==> src/hdl/bgp_message_deframer_defines.svh <==
// Assertion macros for the deframer RTL.
`ifndef BGP_MESSAGE_DEFRAMER_DEFINES_SVH
`define BGP_MESSAGE_DEFRAMER_DEFINES_SVH

// The condition must hold at every clock edge outside reset.
`define BGPD_ASSERT_ALWAYS(label, clk, rst_n, cond) \
  label: assert property (@(posedge clk) disable iff (!rst_n) (cond)) \
    else $error("deframer invariant violated");

// The consequent must hold in the cycle after the antecedent.
`define BGPD_ASSERT_NEXT(label, clk, rst_n, ante, cons) \
  label: assert property (@(posedge clk) disable iff (!rst_n) (ante) |=> (cons)) \
    else $error("deframer sequence violated");

`endif

==> src/hdl/bgpd_pkg.sv <==
// Types and constants of the message deframer.
package bgpd_pkg;

  localparam int unsigned CountBits = 32;
  localparam int unsigned ExtBits   = (CountBits > 32) ? CountBits : 32;

  localparam logic [4:0] MarkerBytes = 5'd16;
  localparam logic [4:0] LengthLoPos = 5'd17;
  localparam logic [15:0] HeaderBytes = 16'd19;
  localparam logic [4:0] LastHdrPos  = 5'd18;
  localparam logic [7:0] MarkerValue = 8'hFF;

  localparam logic [7:0] TypeOpen      = 8'd1;
  localparam logic [7:0] TypeUpdate    = 8'd2;
  localparam logic [7:0] TypeKeepalive = 8'd4;

  localparam logic [CountBits-1:0] CountMax = '1;

  typedef enum logic [2:0] {
    StExpected   = 3'd0,
    StUnexpected = 3'd1,
    StBadMarker  = 3'd2,
    StBadLength  = 3'd3,
    StEnd        = 3'd4
  } status_e;

  typedef enum logic [1:0] {
    PhOpen      = 2'd0,
    PhKeepalive = 2'd1,
    PhRunning   = 2'd2
  } phase_e;

  typedef struct packed {
    status_e     status;
    logic [7:0]  message_type;
    logic [15:0] payload_length;
    logic [31:0] message_count;
  } result_t;

endpackage

==> src/hdl/bgpd_if.sv <==
// Valid/ready channels for stream bytes and message reports.
interface bgpd_in_if;
  logic       valid;
  logic       ready;
  logic [7:0] in_byte;
  logic       stream_end;

  modport source (output valid, output in_byte, output stream_end, input ready);
  modport sink (input valid, input in_byte, input stream_end, output ready);
endinterface

interface bgpd_out_if;
  logic        valid;
  logic        ready;
  logic [2:0]  status;
  logic [7:0]  message_type;
  logic [15:0] payload_length;
  logic [31:0] message_count;

  modport source (output valid, output status, output message_type,
                  output payload_length, output message_count, input ready);
  modport sink (input valid, input status, input message_type,
                input payload_length, input message_count, output ready);
endinterface

==> src/hdl/bgpd_step.sv <==
// Input register, framing state and the per-byte framing logic.
`include "bgp_message_deframer_defines.svh"

module bgpd_step
  import bgpd_pkg::*;
(
  input  logic     clk_i,
  input  logic     rst_ni,
  bgpd_in_if.sink  in_i,
  input  logic     advance_i,
  output logic     emit_o,
  output result_t  result_o
);

  logic        in_valid_q;
  logic [7:0]  byte_q;
  logic        end_q;

  logic [4:0]           pos_q, pos_d;
  logic [7:0]           len_hi_q, len_hi_d;
  logic [15:0]          left_q, left_d;
  logic                 marker_good_q, marker_good_d;
  logic [7:0]           held_type_q, held_type_d;
  logic [15:0]          held_len_q, held_len_d;
  logic [CountBits-1:0] count_q, count_d;
  logic                 halted_q, halted_d;
  phase_e               phase_q, phase_d;

  logic        fire;
  logic        complete;
  logic        type_ok;
  logic        in_payload;
  logic [7:0]  done_type;
  logic [15:0] done_len;
  logic [15:0] left_dec;
  logic [15:0] left_net;
  logic [15:0] total_len;
  logic [ExtBits-1:0] count_ext;
  logic [CountBits-1:0] count_inc;
  logic [ExtBits-1:0]   inc_ext;

  assign fire       = in_valid_q && advance_i;
  assign in_i.ready = advance_i || !in_valid_q;

  always_ff @(posedge clk_i or negedge rst_ni) begin
    if (!rst_ni) begin
      in_valid_q <= 1'b0;
    end else if (in_i.ready) begin
      in_valid_q <= in_i.valid;
    end
  end

  always_ff @(posedge clk_i) begin
    if (in_i.ready && in_i.valid) begin
      byte_q <= in_i.in_byte;
      end_q  <= in_i.stream_end;
    end
  end

  assign left_dec  = left_q - 16'd1;
  assign total_len = {len_hi_q, byte_q};
  assign left_net  = left_q - HeaderBytes;
  assign count_ext = ExtBits'(count_q);
  assign count_inc = (count_q != CountMax) ? count_q + CountBits'(1) : count_q;
  assign inc_ext   = ExtBits'(count_inc);

  // A message completes either on its last payload byte or on its type byte.
  assign in_payload = (pos_q == 5'd0) && (left_q != 16'd0);
  assign done_type  = in_payload ? held_type_q : byte_q;
  assign done_len   = in_payload ? held_len_q : left_net;

  // Framing datapath: one stream byte per fire.
  always_comb begin
    pos_d         = pos_q;
    len_hi_d      = len_hi_q;
    left_d        = left_q;
    marker_good_d = marker_good_q;
    held_type_d   = held_type_q;
    held_len_d    = held_len_q;
    halted_d      = halted_q;
    count_d       = count_q;
    complete      = 1'b0;
    emit_o        = 1'b0;
    result_o.status         = StEnd;
    result_o.message_type   = 8'd0;
    result_o.payload_length = 16'd0;
    result_o.message_count  = count_ext[31:0];

    if (fire) begin
      if (end_q) begin
        emit_o        = 1'b1;
        pos_d         = '0;
        len_hi_d      = '0;
        left_d        = '0;
        marker_good_d = 1'b1;
        held_type_d   = '0;
        held_len_d    = '0;
        halted_d      = 1'b0;
        count_d       = '0;
      end else if (halted_q) begin
        emit_o = 1'b0;
      end else if (in_payload) begin
        left_d   = left_dec;
        complete = (left_dec == 16'd0);
      end else if (pos_q < MarkerBytes) begin
        if (byte_q != MarkerValue) begin
          marker_good_d = 1'b0;
        end
        pos_d = pos_q + 5'd1;
      end else if (pos_q == MarkerBytes) begin
        len_hi_d = byte_q;
        pos_d    = pos_q + 5'd1;
      end else if (pos_q == LengthLoPos) begin
        left_d = total_len;
        pos_d  = pos_q + 5'd1;
      end else begin
        // Type byte: the header is complete.
        held_type_d = byte_q;
        pos_d       = '0;
        if (!marker_good_q) begin
          halted_d        = 1'b1;
          left_d          = '0;
          emit_o          = 1'b1;
          result_o.status = StBadMarker;
        end else if (left_q < HeaderBytes) begin
          halted_d        = 1'b1;
          left_d          = '0;
          emit_o          = 1'b1;
          result_o.status = StBadLength;
        end else begin
          left_d     = left_net;
          held_len_d = left_net;
          complete   = (left_net == 16'd0);
        end
      end

      if (complete) begin
        // The report carries the count that includes this message.
        count_d                 = count_inc;
        emit_o                  = 1'b1;
        result_o.status         = type_ok ? StExpected : StUnexpected;
        result_o.message_type   = done_type;
        result_o.payload_length = done_len;
        result_o.message_count  = inc_ext[31:0];
      end
    end
  end

  // Session order: next phase.
  always_comb begin
    phase_d = phase_q;
    if (fire && end_q) begin
      phase_d = PhOpen;
    end else if (complete) begin
      unique case (phase_q)
        PhOpen:      phase_d = PhKeepalive;
        PhKeepalive: phase_d = PhRunning;
        default:     phase_d = PhRunning;
      endcase
    end
  end

  // Session order: whether the completed type fits the phase.
  always_comb begin
    unique case (phase_q)
      PhOpen:      type_ok = (done_type == TypeOpen);
      PhKeepalive: type_ok = (done_type == TypeKeepalive);
      default:     type_ok = (done_type == TypeKeepalive) || (done_type == TypeUpdate);
    endcase
  end

  always_ff @(posedge clk_i or negedge rst_ni) begin
    if (!rst_ni) begin
      pos_q         <= '0;
      len_hi_q      <= '0;
      left_q        <= '0;
      marker_good_q <= 1'b1;
      held_type_q   <= '0;
      held_len_q    <= '0;
      count_q       <= '0;
      halted_q      <= 1'b0;
      phase_q       <= PhOpen;
    end else begin
      pos_q         <= pos_d;
      len_hi_q      <= len_hi_d;
      left_q        <= left_d;
      marker_good_q <= marker_good_d;
      held_type_q   <= held_type_d;
      held_len_q    <= held_len_d;
      count_q       <= count_d;
      halted_q      <= halted_d;
      phase_q       <= phase_d;
    end
  end

  `BGPD_ASSERT_ALWAYS(a_pos_range, clk_i, rst_ni, pos_q <= LastHdrPos)
  `BGPD_ASSERT_ALWAYS(a_halted_idle, clk_i, rst_ni, !halted_q || (pos_q == 5'd0 && left_q == 16'd0))
  `BGPD_ASSERT_ALWAYS(a_phase_count, clk_i, rst_ni, phase_q == PhOpen || count_q != '0)
  `BGPD_ASSERT_NEXT(a_end_clears, clk_i, rst_ni, fire && end_q, count_q == '0 && phase_q == PhOpen && !halted_q)

endmodule

==> src/hdl/bgpd_out_reg.sv <==
// Result register that decouples the framing stage from the report consumer.
module bgpd_out_reg
  import bgpd_pkg::*;
(
  input  logic       clk_i,
  input  logic       rst_ni,
  input  logic       emit_i,
  input  result_t    result_i,
  output logic       advance_o,
  bgpd_out_if.source out_o
);

  logic    valid_q, valid_d;
  result_t data_q;

  // The framing stage may move whenever this register is empty or drains now.
  assign advance_o = !valid_q || out_o.ready;
  assign valid_d   = advance_o ? emit_i : valid_q;

  always_ff @(posedge clk_i or negedge rst_ni) begin
    if (!rst_ni) begin
      valid_q <= 1'b0;
    end else begin
      valid_q <= valid_d;
    end
  end

  always_ff @(posedge clk_i) begin
    if (advance_o && emit_i) begin
      data_q <= result_i;
    end
  end

  assign out_o.valid          = valid_q;
  assign out_o.status         = data_q.status;
  assign out_o.message_type   = data_q.message_type;
  assign out_o.payload_length = data_q.payload_length;
  assign out_o.message_count  = data_q.message_count;

endmodule

==> src/hdl/bgp_message_deframer.sv <==
// Top level of the message deframer: byte stream in, message reports out.
//
//   Channel  Dir  Beat carries                                         Flow
//   in_i     in   in_byte, stream_end                                  valid/ready
//   out_o    out  status, message_type, payload_length, message_count  valid/ready
//
// One byte is taken every cycle while reports drain; a byte passes the input
// register, and its report then passes the result register.
// Reset clears the framing state, the session phase and the message count.
// A stalled report holds the framing stage; the input register still takes a
// byte while it is empty, so no bubble forms when the consumer resumes.
module bgp_message_deframer
  import bgpd_pkg::*;
(
  input  logic       clk_i,
  input  logic       rst_ni,
  bgpd_in_if.sink    in_i,
  bgpd_out_if.source out_o
);

  logic    advance;
  logic    emit;
  result_t result;

  bgpd_step u_step (
    .clk_i     (clk_i),
    .rst_ni    (rst_ni),
    .in_i      (in_i),
    .advance_i (advance),
    .emit_o    (emit),
    .result_o  (result)
  );

  bgpd_out_reg u_out_reg (
    .clk_i     (clk_i),
    .rst_ni    (rst_ni),
    .emit_i    (emit),
    .result_i  (result),
    .advance_o (advance),
    .out_o     (out_o)
  );

endmodule
==> src/flat_wrapper.sv <==
// flat-port wrapper written by rule: the top's interface ports become plain ports
module bgp_message_deframer_flat import bgpd_pkg::*;
  (clk_i, rst_ni, in_i_valid, in_i_in_byte, in_i_stream_end, in_i_ready, out_o_valid, out_o_status, out_o_message_type, out_o_payload_length, out_o_message_count, out_o_ready);
  bgpd_in_if in_i_i ();
  bgpd_out_if out_o_i ();
  input  logic clk_i;
  input  logic rst_ni;
  input wire logic [$bits(in_i_i.valid)-1:0] in_i_valid;
  input wire logic [$bits(in_i_i.in_byte)-1:0] in_i_in_byte;
  input wire logic [$bits(in_i_i.stream_end)-1:0] in_i_stream_end;
  output wire logic [$bits(in_i_i.ready)-1:0] in_i_ready;
  output wire logic [$bits(out_o_i.valid)-1:0] out_o_valid;
  output wire logic [$bits(out_o_i.status)-1:0] out_o_status;
  output wire logic [$bits(out_o_i.message_type)-1:0] out_o_message_type;
  output wire logic [$bits(out_o_i.payload_length)-1:0] out_o_payload_length;
  output wire logic [$bits(out_o_i.message_count)-1:0] out_o_message_count;
  input wire logic [$bits(out_o_i.ready)-1:0] out_o_ready;
  assign in_i_i.valid = in_i_valid;
  assign in_i_i.in_byte = in_i_in_byte;
  assign in_i_i.stream_end = in_i_stream_end;
  assign in_i_ready = in_i_i.ready;
  assign out_o_valid = out_o_i.valid;
  assign out_o_status = out_o_i.status;
  assign out_o_message_type = out_o_i.message_type;
  assign out_o_payload_length = out_o_i.payload_length;
  assign out_o_message_count = out_o_i.message_count;
  assign out_o_i.ready = out_o_ready;
  bgp_message_deframer u_core (.clk_i(clk_i), .rst_ni(rst_ni), .in_i(in_i_i), .out_o(out_o_i));
endmodule
==> config.mk <==
export PLATFORM = sky130hd
export DESIGN_NAME = bgp_message_deframer_flat
export DESIGN_NICKNAME = d
export VERILOG_FILES = /design/src/hdl/bgpd_pkg.sv /design/src/hdl/bgpd_if.sv /design/src/hdl/bgpd_step.sv /design/src/hdl/bgpd_out_reg.sv /design/src/hdl/bgp_message_deframer.sv /design/src/flat_wrapper.sv
export VERILOG_INCLUDE_DIRS = /design/src /design/src/hdl
export SDC_FILE = /design/constraint.sdc
export NUM_CORES = 1
export LEC_CHECK = 0
export ABC_AREA = 1
export ABC_CLOCK_PERIOD_IN_PS = 5590
export CORE_MARGIN = 1
export CORE_UTILIZATION = 35
export CTS_CLUSTER_DIAMETER = 120
export DETAILED_ROUTE_END_ITERATION = 8
export DONT_BUFFER_PORTS = 1
export PLACE_DENSITY = 0.45
export SLEW_MARGIN = 20
export SYNTH_ARGS = -nofsm -noshare
export SYNTH_HDL_FRONTEND = slang
export SYNTH_SLANG_ARGS = --single-unit
==> constraint.sdc <==
create_clock -name clk_i -period 5.59 [get_ports clk_i]
set_input_delay 0.8385 -clock clk_i [delete_from_list [all_inputs] [get_ports clk_i]]
set_output_delay 0.8385 -clock clk_i [all_outputs]
set_load 0.05 [all_outputs]
==> impl_metrics.ini, run 1 <==
[outcome]
status = complete, no violations

[critical_path]
cp_slowest_cell = clkinv_2
r2r_start = u_core.u_step.left_q[0]$_DFFE_PN0P_
timing.critical_path.cells = ha_1, inv_1, nand2_1, nand2_2, nand3_1, nand2_1, nand2_1, inv_1, nand2_1, nor2_1, nand3_1, nand2_1, nand2_4, nor2_8, clkinv_2, a21oi_1
crit_family = simple AND/OR/NAND/NOR gates
cp.arrival_ns = 4.33
critPathMostFrequentCell = nand2_1
worst_path_largest_cell_delay_ns = 0.90
cp.buffers_inverters = 3
timing.critical_path.from_type = flip-flop
criticalPathCategory = reg2reg
critical_path.startpoint = u_core.u_step.left_q[0]$_DFFE_PN0P_
cp.required_ns = 5.83
endpoint_kind = flip-flop
cp_max_fo = 54

[final_layout]
num_antenna_cells = 0
drive_above_1_share_pct = 7.71
layout_commonest_cell = nand2_1
final_cell_mix = nand2_1, inv_1, dfrtp_1
finalNetCount = 1034
synth_to_final_area_change_pct = 10.9

[synth]
netlist.top_cell.by_area = dfrtp_1
synth.cell_area_sq_um = 8430
yosysWarningCount = 0
syn_avg_cell_area_sq_um = 8.30
syn_inst = 1016
synth-seq-cells = 159
synth.top_cell.area_share_pct = 26.7
synth_cell_types = 42
synth.top_cells.by_area = dfrtp_1, edfxtp_1, nand2_1
seq_area_frac_synth_pct = 51.2
syn-num-nets = 1038

[placement]
io_buffer_count = 0
gp_congestion = 0.895
dp.final_hpwl_mm = 16.2

[floorplanning]
rows = 56
placeableCoreArea_sq_um = 23500
initial_core_util_pct = 35.8
chipHeight_um = 157
floorplan.die_area_sq_um = 24700
ioPinCount = 74
die_w_um = 157

[clock_network]
cts_post_setup_buffers_inserted = 0
cts_resized = 0
cts-htree-levels = 4
cts_root_buffer = clkbuf_16
cts_tree = done
cts.reportedPaths.clkPinSlew_ns = 0.07
cts_hold_buffers = 0
number_of_clock_sinks = 159
clock_latency_ns = 0.43
numCtsBuffers = 17
ctsLongestPathBuffers = 2

[grt]
met2_usage_pct = 32.0
first_global_vias = 6498
grt_util_met3_pct = 3.17
gr-max-usage-layer = met2
grt_first_pass_wirelength_mm = 36.1
overflow = 0
initial_antenna_violation_count = 0
grtUsageMet1_pct = 25.5
grt_start_max_net_pins = 92
groute.usage.overall_pct = 19.4

[drt]
wl_mm = 22.6
drt-pass1-iter-count = 5
drt_first_iter_violations = 435
post-route-drc-count = 0
avgRoutedWirePerCell_um = 16.8
vias = 6618
routed_via_density = 4.92
route.antenna.remaining_nets = 0

[timing]
timing.final.hold_violations = 0
fin_hold_ws_ns = 0.105
max_slew.worst_pin.slew_ns = 0.895
max_slew_margin_pct = 40.3
timing.setup.tns_ns = 0
fmax_mhz = 245
rsz_0062_raised_after_global_routing = false
setup_viol = 0
share_of_the_cycle_needed_by_the_critical_path_after_routing_pct = 73.1
fin_skew_ns = 0.00972
final-max-slew-violation-count = 0
layout_min_cycle_time_ns = 4.09

[power_and_ir_drop]
ir_drop_mv = 0.247
power.density_nw_per_um2 = 628
total_leakage_power_nw = 4.19

[hold_path]
min_path_type = in2async

[flow_run]
maxCapViolations = 0
==> metrics by stage <==
step | instance area (sq um) | utilization [%] | instances | setup WS, ns | power (mW)
6_report | 9350 | 39.7 | 1344 | 1.50 | 5.88
3_3_place_gp | 8730 | 37.1 | 1312 | 1.82 | 4.68
5_1_grt | 9350 | 39.7 | 1344 | 0.979 | 6.28
2_1_floorplan | 8430 | - | 1016 | 1.94 | 3.96
3_5_place_dp | 8730 | 37.1 | 1312 | 1.82 | 4.67
4_1_cts | 9350 | 39.7 | 1344 | 1.79 | 5.93
==> power by group <==
group	switching (mW)	total, mW	internal (mW)
combinational	1.77	2.42	0.652
sequential	0.629	2.22	1.59
clock	0.488	1.24	0.748
==> path summary, 6_finish.rpt <==
path | endpoint | slack (ns) | cells past startpoint
worst max register to register | u_core.u_out_reg.out_o.payload_length[8]$_SDFFCE_PN0P_ | 1.50 | 16
worst min-delay path | u_core.u_step.count_ext[7]$_DFFE_PN0P_ | 0.10 | 0
worst max-delay path | u_core.u_out_reg.out_o.payload_length[8]$_SDFFCE_PN0P_ | 1.50 | 16
min in group clk_i | u_core.u_step.held_type_q[3]$_DFFE_PN0P_ | 0.47 | 2
max in group asynchronous | u_core.u_step.marker_good_q$_DFFE_PN1P_ | 5.24 | 0
worst min register to register | u_core.u_step.held_type_q[3]$_DFFE_PN0P_ | 0.47 | 2
==> flip-flops by register name, summed over array words and instances (netlist names), 2 cells and up <==
name,cells
u_core.u_out_reg.out_o.status,3
u_core.u_step.phase_q,2
u_core.u_step.held_len_q,16
u_core.u_step.len_hi_q,8
u_core.u_step.count_ext,32
u_core.u_out_reg.out_o.payload_length,16
u_core.u_step.pos_q,5
u_core.u_step.left_q,16
u_core.u_step.held_type_q,8
u_core.u_out_reg.out_o.message_type,8
u_core.u_out_reg.out_o.message_count,32
u_core.u_step.byte_q,8
==> layer usage <==
metal | wire length, um | vias up
met5 | 0 | -
met4 | 392 | 0
met3 | 652 | 28
met2 | 10800 | 125
met1 | 10700 | 3139
li1 | - | 3326
==> cells in the mapped netlist <==
cell type  number
a211oi_1        1
a21oi_1        29
a21oi_4         1
a22oi_1         6
buf_2          16
buf_4           1
buf_6           2
buf_8           1
clkbuf_1        9
clkinv_1        1
dfrtp_1        90
dfstp_2         1
edfxtp_1       68
ha_1            9
inv_1         104
inv_2           5
mux2_2          4
nand2_1       333
nand2_2         7
nand2_4         1
nand3_1        52
nand3_2         2
nand3b_1        2
nand4_1        19
nor2_1         80
nor2_2          5
nor2_4         13
nor2_8          1
nor3_1         19
nor4_1          5
o211ai_1        2
o21a_1          2
o21ai_0        66
o21ai_1         1
o21ai_2         1
o221ai_1        4
o22ai_1        18
o2bb2ai_1       1
o31ai_1         1
or2_2           1
xnor2_1         2
xor2_1         30
==> area by class of cell <==
class	count	area (sq um)
multi-input combinational	718	3540
tap	319	399
timing repair buffer	6	57.6
sequential	159	4320
inverter	110	414
clock buffer	18	429
fill	2434	14200
clock inverter	14	191
==> cells by family after synthesis <==
logic type               after synthesis  share of synthesized area, %
buffers and inverters                139                          6.78
multiplexers                           4                         0.534
AO/OA/AOI/OAI                        133                          8.92
AND/OR/NAND/NOR                      540                          27.9
XOR/XNOR                              32                          3.32
adder cells (fa/ha/maj)                9                          1.34
flip-flops                           159                          51.2
Power figures use the tool's default switching activity.
==> inputs of run 2 (changes only) <==
--- a/config.mk
+++ b/config.mk
@@ -6,14 +6,14 @@
 export SDC_FILE = /design/constraint.sdc
 export NUM_CORES = 1
 export LEC_CHECK = 0
-export ABC_AREA = 1
-export ABC_CLOCK_PERIOD_IN_PS = 5590
+export ABC_AREA = 0
+export ABC_CLOCK_PERIOD_IN_PS = 3500
 export CORE_MARGIN = 1
 export CORE_UTILIZATION = 35
 export CTS_CLUSTER_DIAMETER = 120
 export DETAILED_ROUTE_END_ITERATION = 8
 export DONT_BUFFER_PORTS = 1
-export PLACE_DENSITY = 0.45
+export PLACE_DENSITY = 0.47
 export SLEW_MARGIN = 20
 export SYNTH_ARGS = -nofsm -noshare
 export SYNTH_HDL_FRONTEND = slang
==> constraint.sdc (replaced) <==
create_clock -name clk_i -period 3.5 [get_ports clk_i]
set_input_delay 0.525 -clock clk_i [delete_from_list [all_inputs] [get_ports clk_i]]
set_output_delay 0.525 -clock clk_i [all_outputs]
set_load 0.05 [all_outputs]
==> run 2 against run 1 <==
Effect of this change: clock power increased by 60%; power decreased by 14%; register-to-register slack got worse by 1.3 ns; design area increased by 10%; highest routed layer unchanged; critical endpoint is now u_core.u_out_reg.out_o.message_count[14]$_DFFE_PP_; sequential share of layout area decreased by 4.3 points.
==> impl_metrics.ini, run 2 <==
[outcome]
status = complete, no violations

[critical_path]
cp.arrival_ns = 3.53
timing.critical_path.from_type = flip-flop
timing.critical_path.cells = buf_4, nor4_2, a21boi_0, nor4b_2, o2111ai_2, o32a_4, nor4_4, buf_4, nand2_1, xnor2_1
cp_slowest_cell = dfrtp_1
worst_path_largest_cell_delay_ns = 0.41
cp.required_ns = 3.74
crit_family = simple AND/OR/NAND/NOR gates
criticalPathCategory = reg2reg
critPathMostFrequentCell = buf_4
cp.buffers_inverters = 2
cp_max_fo = 13
endpoint_kind = flip-flop

[synth]
synth_enable_flop_cells = 68
synth_commonest_cells = nand2_1, dfrtp_1, nor2_1, edfxtp_1, a21oi_1
yosysWarningCount = 0
netlist.top_cell.by_area = dfrtp_1
most_frequently_used_cell_type_in_the_post_synthesis_netlist = nand2_1
seq_area_frac_synth_pct = 47.9
synth_cell_types = 80
post_synth_top_flop = dfrtp_1
synth.top_cell.area_share_pct = 25.0
syn_inst = 914
asyncSetResetFlopFracSynth_pct = 57.2
syn-num-nets = 936
synth.top_cells.by_area = dfrtp_1, edfxtp_1, nand2_1
synth-seq-cells = 159
synth.cell_area_sq_um = 9020
syn_avg_cell_area_sq_um = 9.87

[grt]
groute.usage.overall_pct = 20.4
grt_first_pass_wirelength_mm = 41.2
overflow = 0
grt_start_max_net_pins = 92
first_global_vias = 6899
initial_antenna_violation_count = 0

[final_layout]
finalNetCount = 950
synth_to_final_area_change_pct = 14.3
num_antenna_cells = 0
final_cell_mix = nand2_1, nor2_1, dfrtp_1
layout_commonest_cell = nand2_1
fin_area_sq_um = 10300
drive_above_1_share_pct = 16.5

[clock_network]
cts_root_buffer = clkbuf_16
clock_latency_ns = 0.44
cts_tree = done
ctsLongestPathBuffers = 2
number_of_clock_sinks = 159
cts-htree-levels = 4
numCtsBuffers = 17
cts.reportedPaths.clkPinSlew_ns = 0.07

[placement]
pre_cts_setup_slack_ns = 0.179
dp.final_hpwl_mm = 18.0
io_buffer_count = 0
gp_congestion = 0.878
placement.cell_area_sq_um = 9620

[drt]
wl_mm = 25.7
drt_first_iter_violations = 516
drt-pass1-iter-count = 6
routed_via_density = 5.61
route.antenna.remaining_nets = 0
avgRoutedWirePerCell_um = 20.2
post-route-drc-count = 0
vias = 7129

[floorplanning]
chipHeight_um = 163
placeableCoreArea_sq_um = 25300
floorplan.die_area_sq_um = 26400
rows = 58
initial_core_util_pct = 35.7
ioPinCount = 74
die_w_um = 163

[timing]
fmax_mhz = 305
share_of_the_cycle_needed_by_the_critical_path_after_routing_pct = 93.8
timing.final.hold_violations = 0
final-max-slew-violation-count = 0
fin_hold_ws_ns = 0.0163
setup_viol = 0
fin_skew_ns = 0.0134
max_slew.worst_pin.slew_ns = 0.859
max_slew_margin_pct = 42.2
layout_min_cycle_time_ns = 3.28
timing.setup.tns_ns = 0
timing.final.ws_setup_ns = 0.216
rsz_0062_raised_after_global_routing = false

[flow_run]
maxCapViolations = 0

[power_and_ir_drop]
total_leakage_power_nw = 4.00
ir_drop_mv = 0.288
power.density_nw_per_um2 = 492

[hold_path]
min_path_type = in2async
==> run 2: cell families (layout without fill, tap and decap cells) <==
| family | Yosys count | after routing | synth area share, % |
|---|---|---|---|
| adder cells (fa/ha/maj) | 9 | 9 | 1.25 |
| AO/OA/AOI/OAI | 224 | 224 | 17.9 |
| buffers and inverters | 93 | 120 | 4.59 |
| XOR/XNOR | 55 | 55 | 5.34 |
| multiplexers | 20 | 20 | 2.45 |
| AND/OR/NAND/NOR | 354 | 354 | 20.6 |
| flip-flops | 159 | 159 | 47.9 |
==> run 2: final timing paths <==
| kind | start | to | slack (ns) | cells past startpoint |
|---|---|---|---|---|
| max | u_core.u_step.left_q[1]$_DFFE_PN0P_ | u_core.u_out_reg.out_o.message_count[14]$_DFFE_PP_ | 0.22 | 10 |
| max in group asynchronous | rst_ni | u_core.u_step.marker_good_q$_DFFE_PN1P_ | 3.09 | 1 |
| max reg2reg | u_core.u_step.left_q[1]$_DFFE_PN0P_ | u_core.u_out_reg.out_o.message_count[14]$_DFFE_PP_ | 0.22 | 10 |
| min in group clk_i | in_i_in_byte[5] | u_core.u_step.byte_q[5]$_DFFE_PP_ | 0.18 | 0 |
| min | rst_ni | u_core.u_step.left_q[7]$_DFFE_PN0P_ | 0.02 | 1 |
| min reg2reg | u_core.u_step.held_len_q[6]$_DFFE_PN0P_ | u_core.u_step.held_len_q[6]$_DFFE_PN0P_ | 0.48 | 2 |
==> run 2: area by class of cell <==
class                           instances  area (sq um)
Inverter                               27           101
Timing Repair Buffer                   61           490
Multi-Input combinational cell        662          4360
Sequential cell                       159          4320
Tap cell                              330           413
Clock inverter                         15           195
Fill cell                            2491         14900
Clock buffer                           17           425
==> run 2: what timing repair did <==
action                     CTS  global route
hold endpoints to repair    91             0
gates resized for setup      0             5
setup endpoints to repair    0            79
setup buffers                0             2
hold buffers                 1             0
==> run 2: metrics by stage <==
stage	utilization (%)	power, mW	std cells
after floorplan	-	2.90	914
after global placement	38.1	3.08	1236
after detailed placement	38.1	3.09	1236
after CTS	40.7	5.12	1269
after global routing	40.8	5.29	1271
final	40.8	5.08	1271
==> run 2: worst register-to-register path: stages (launching register included) <==
cell       delay (ns)
dfrtp_1          0.41
buf_4            0.19
nor4_2           0.38
a21boi_0         0.20
nor4b_2          0.38
o2111ai_2        0.25
o32a_4           0.41
nor4_4           0.27
buf_4            0.26
nand2_1          0.09
xnor2_1          0.26
==> run 2: report_power, final <==
group | leakage, nW | switching [mW] | internal (mW)
clock network | 0.297 | 0.849 | 1.15
registers | 1.87 | 0.344 | 2.18
logic | 1.83 | 0.333 | 0.226
total | 4.00 | 1.52 | 3.55
==> run 2: per-layer routing <==
layer / global-route usage (%) / vias to the layer above / part of all wire (%)
li1: - / 3399 / -
met1: 30.6 / 3502 / 51
met2: 29.9 / 209 / 44
met3: 3.87 / 19 / 4.5
met4: 4.93 / 0 / 1.1
met5: 0 / - / 0
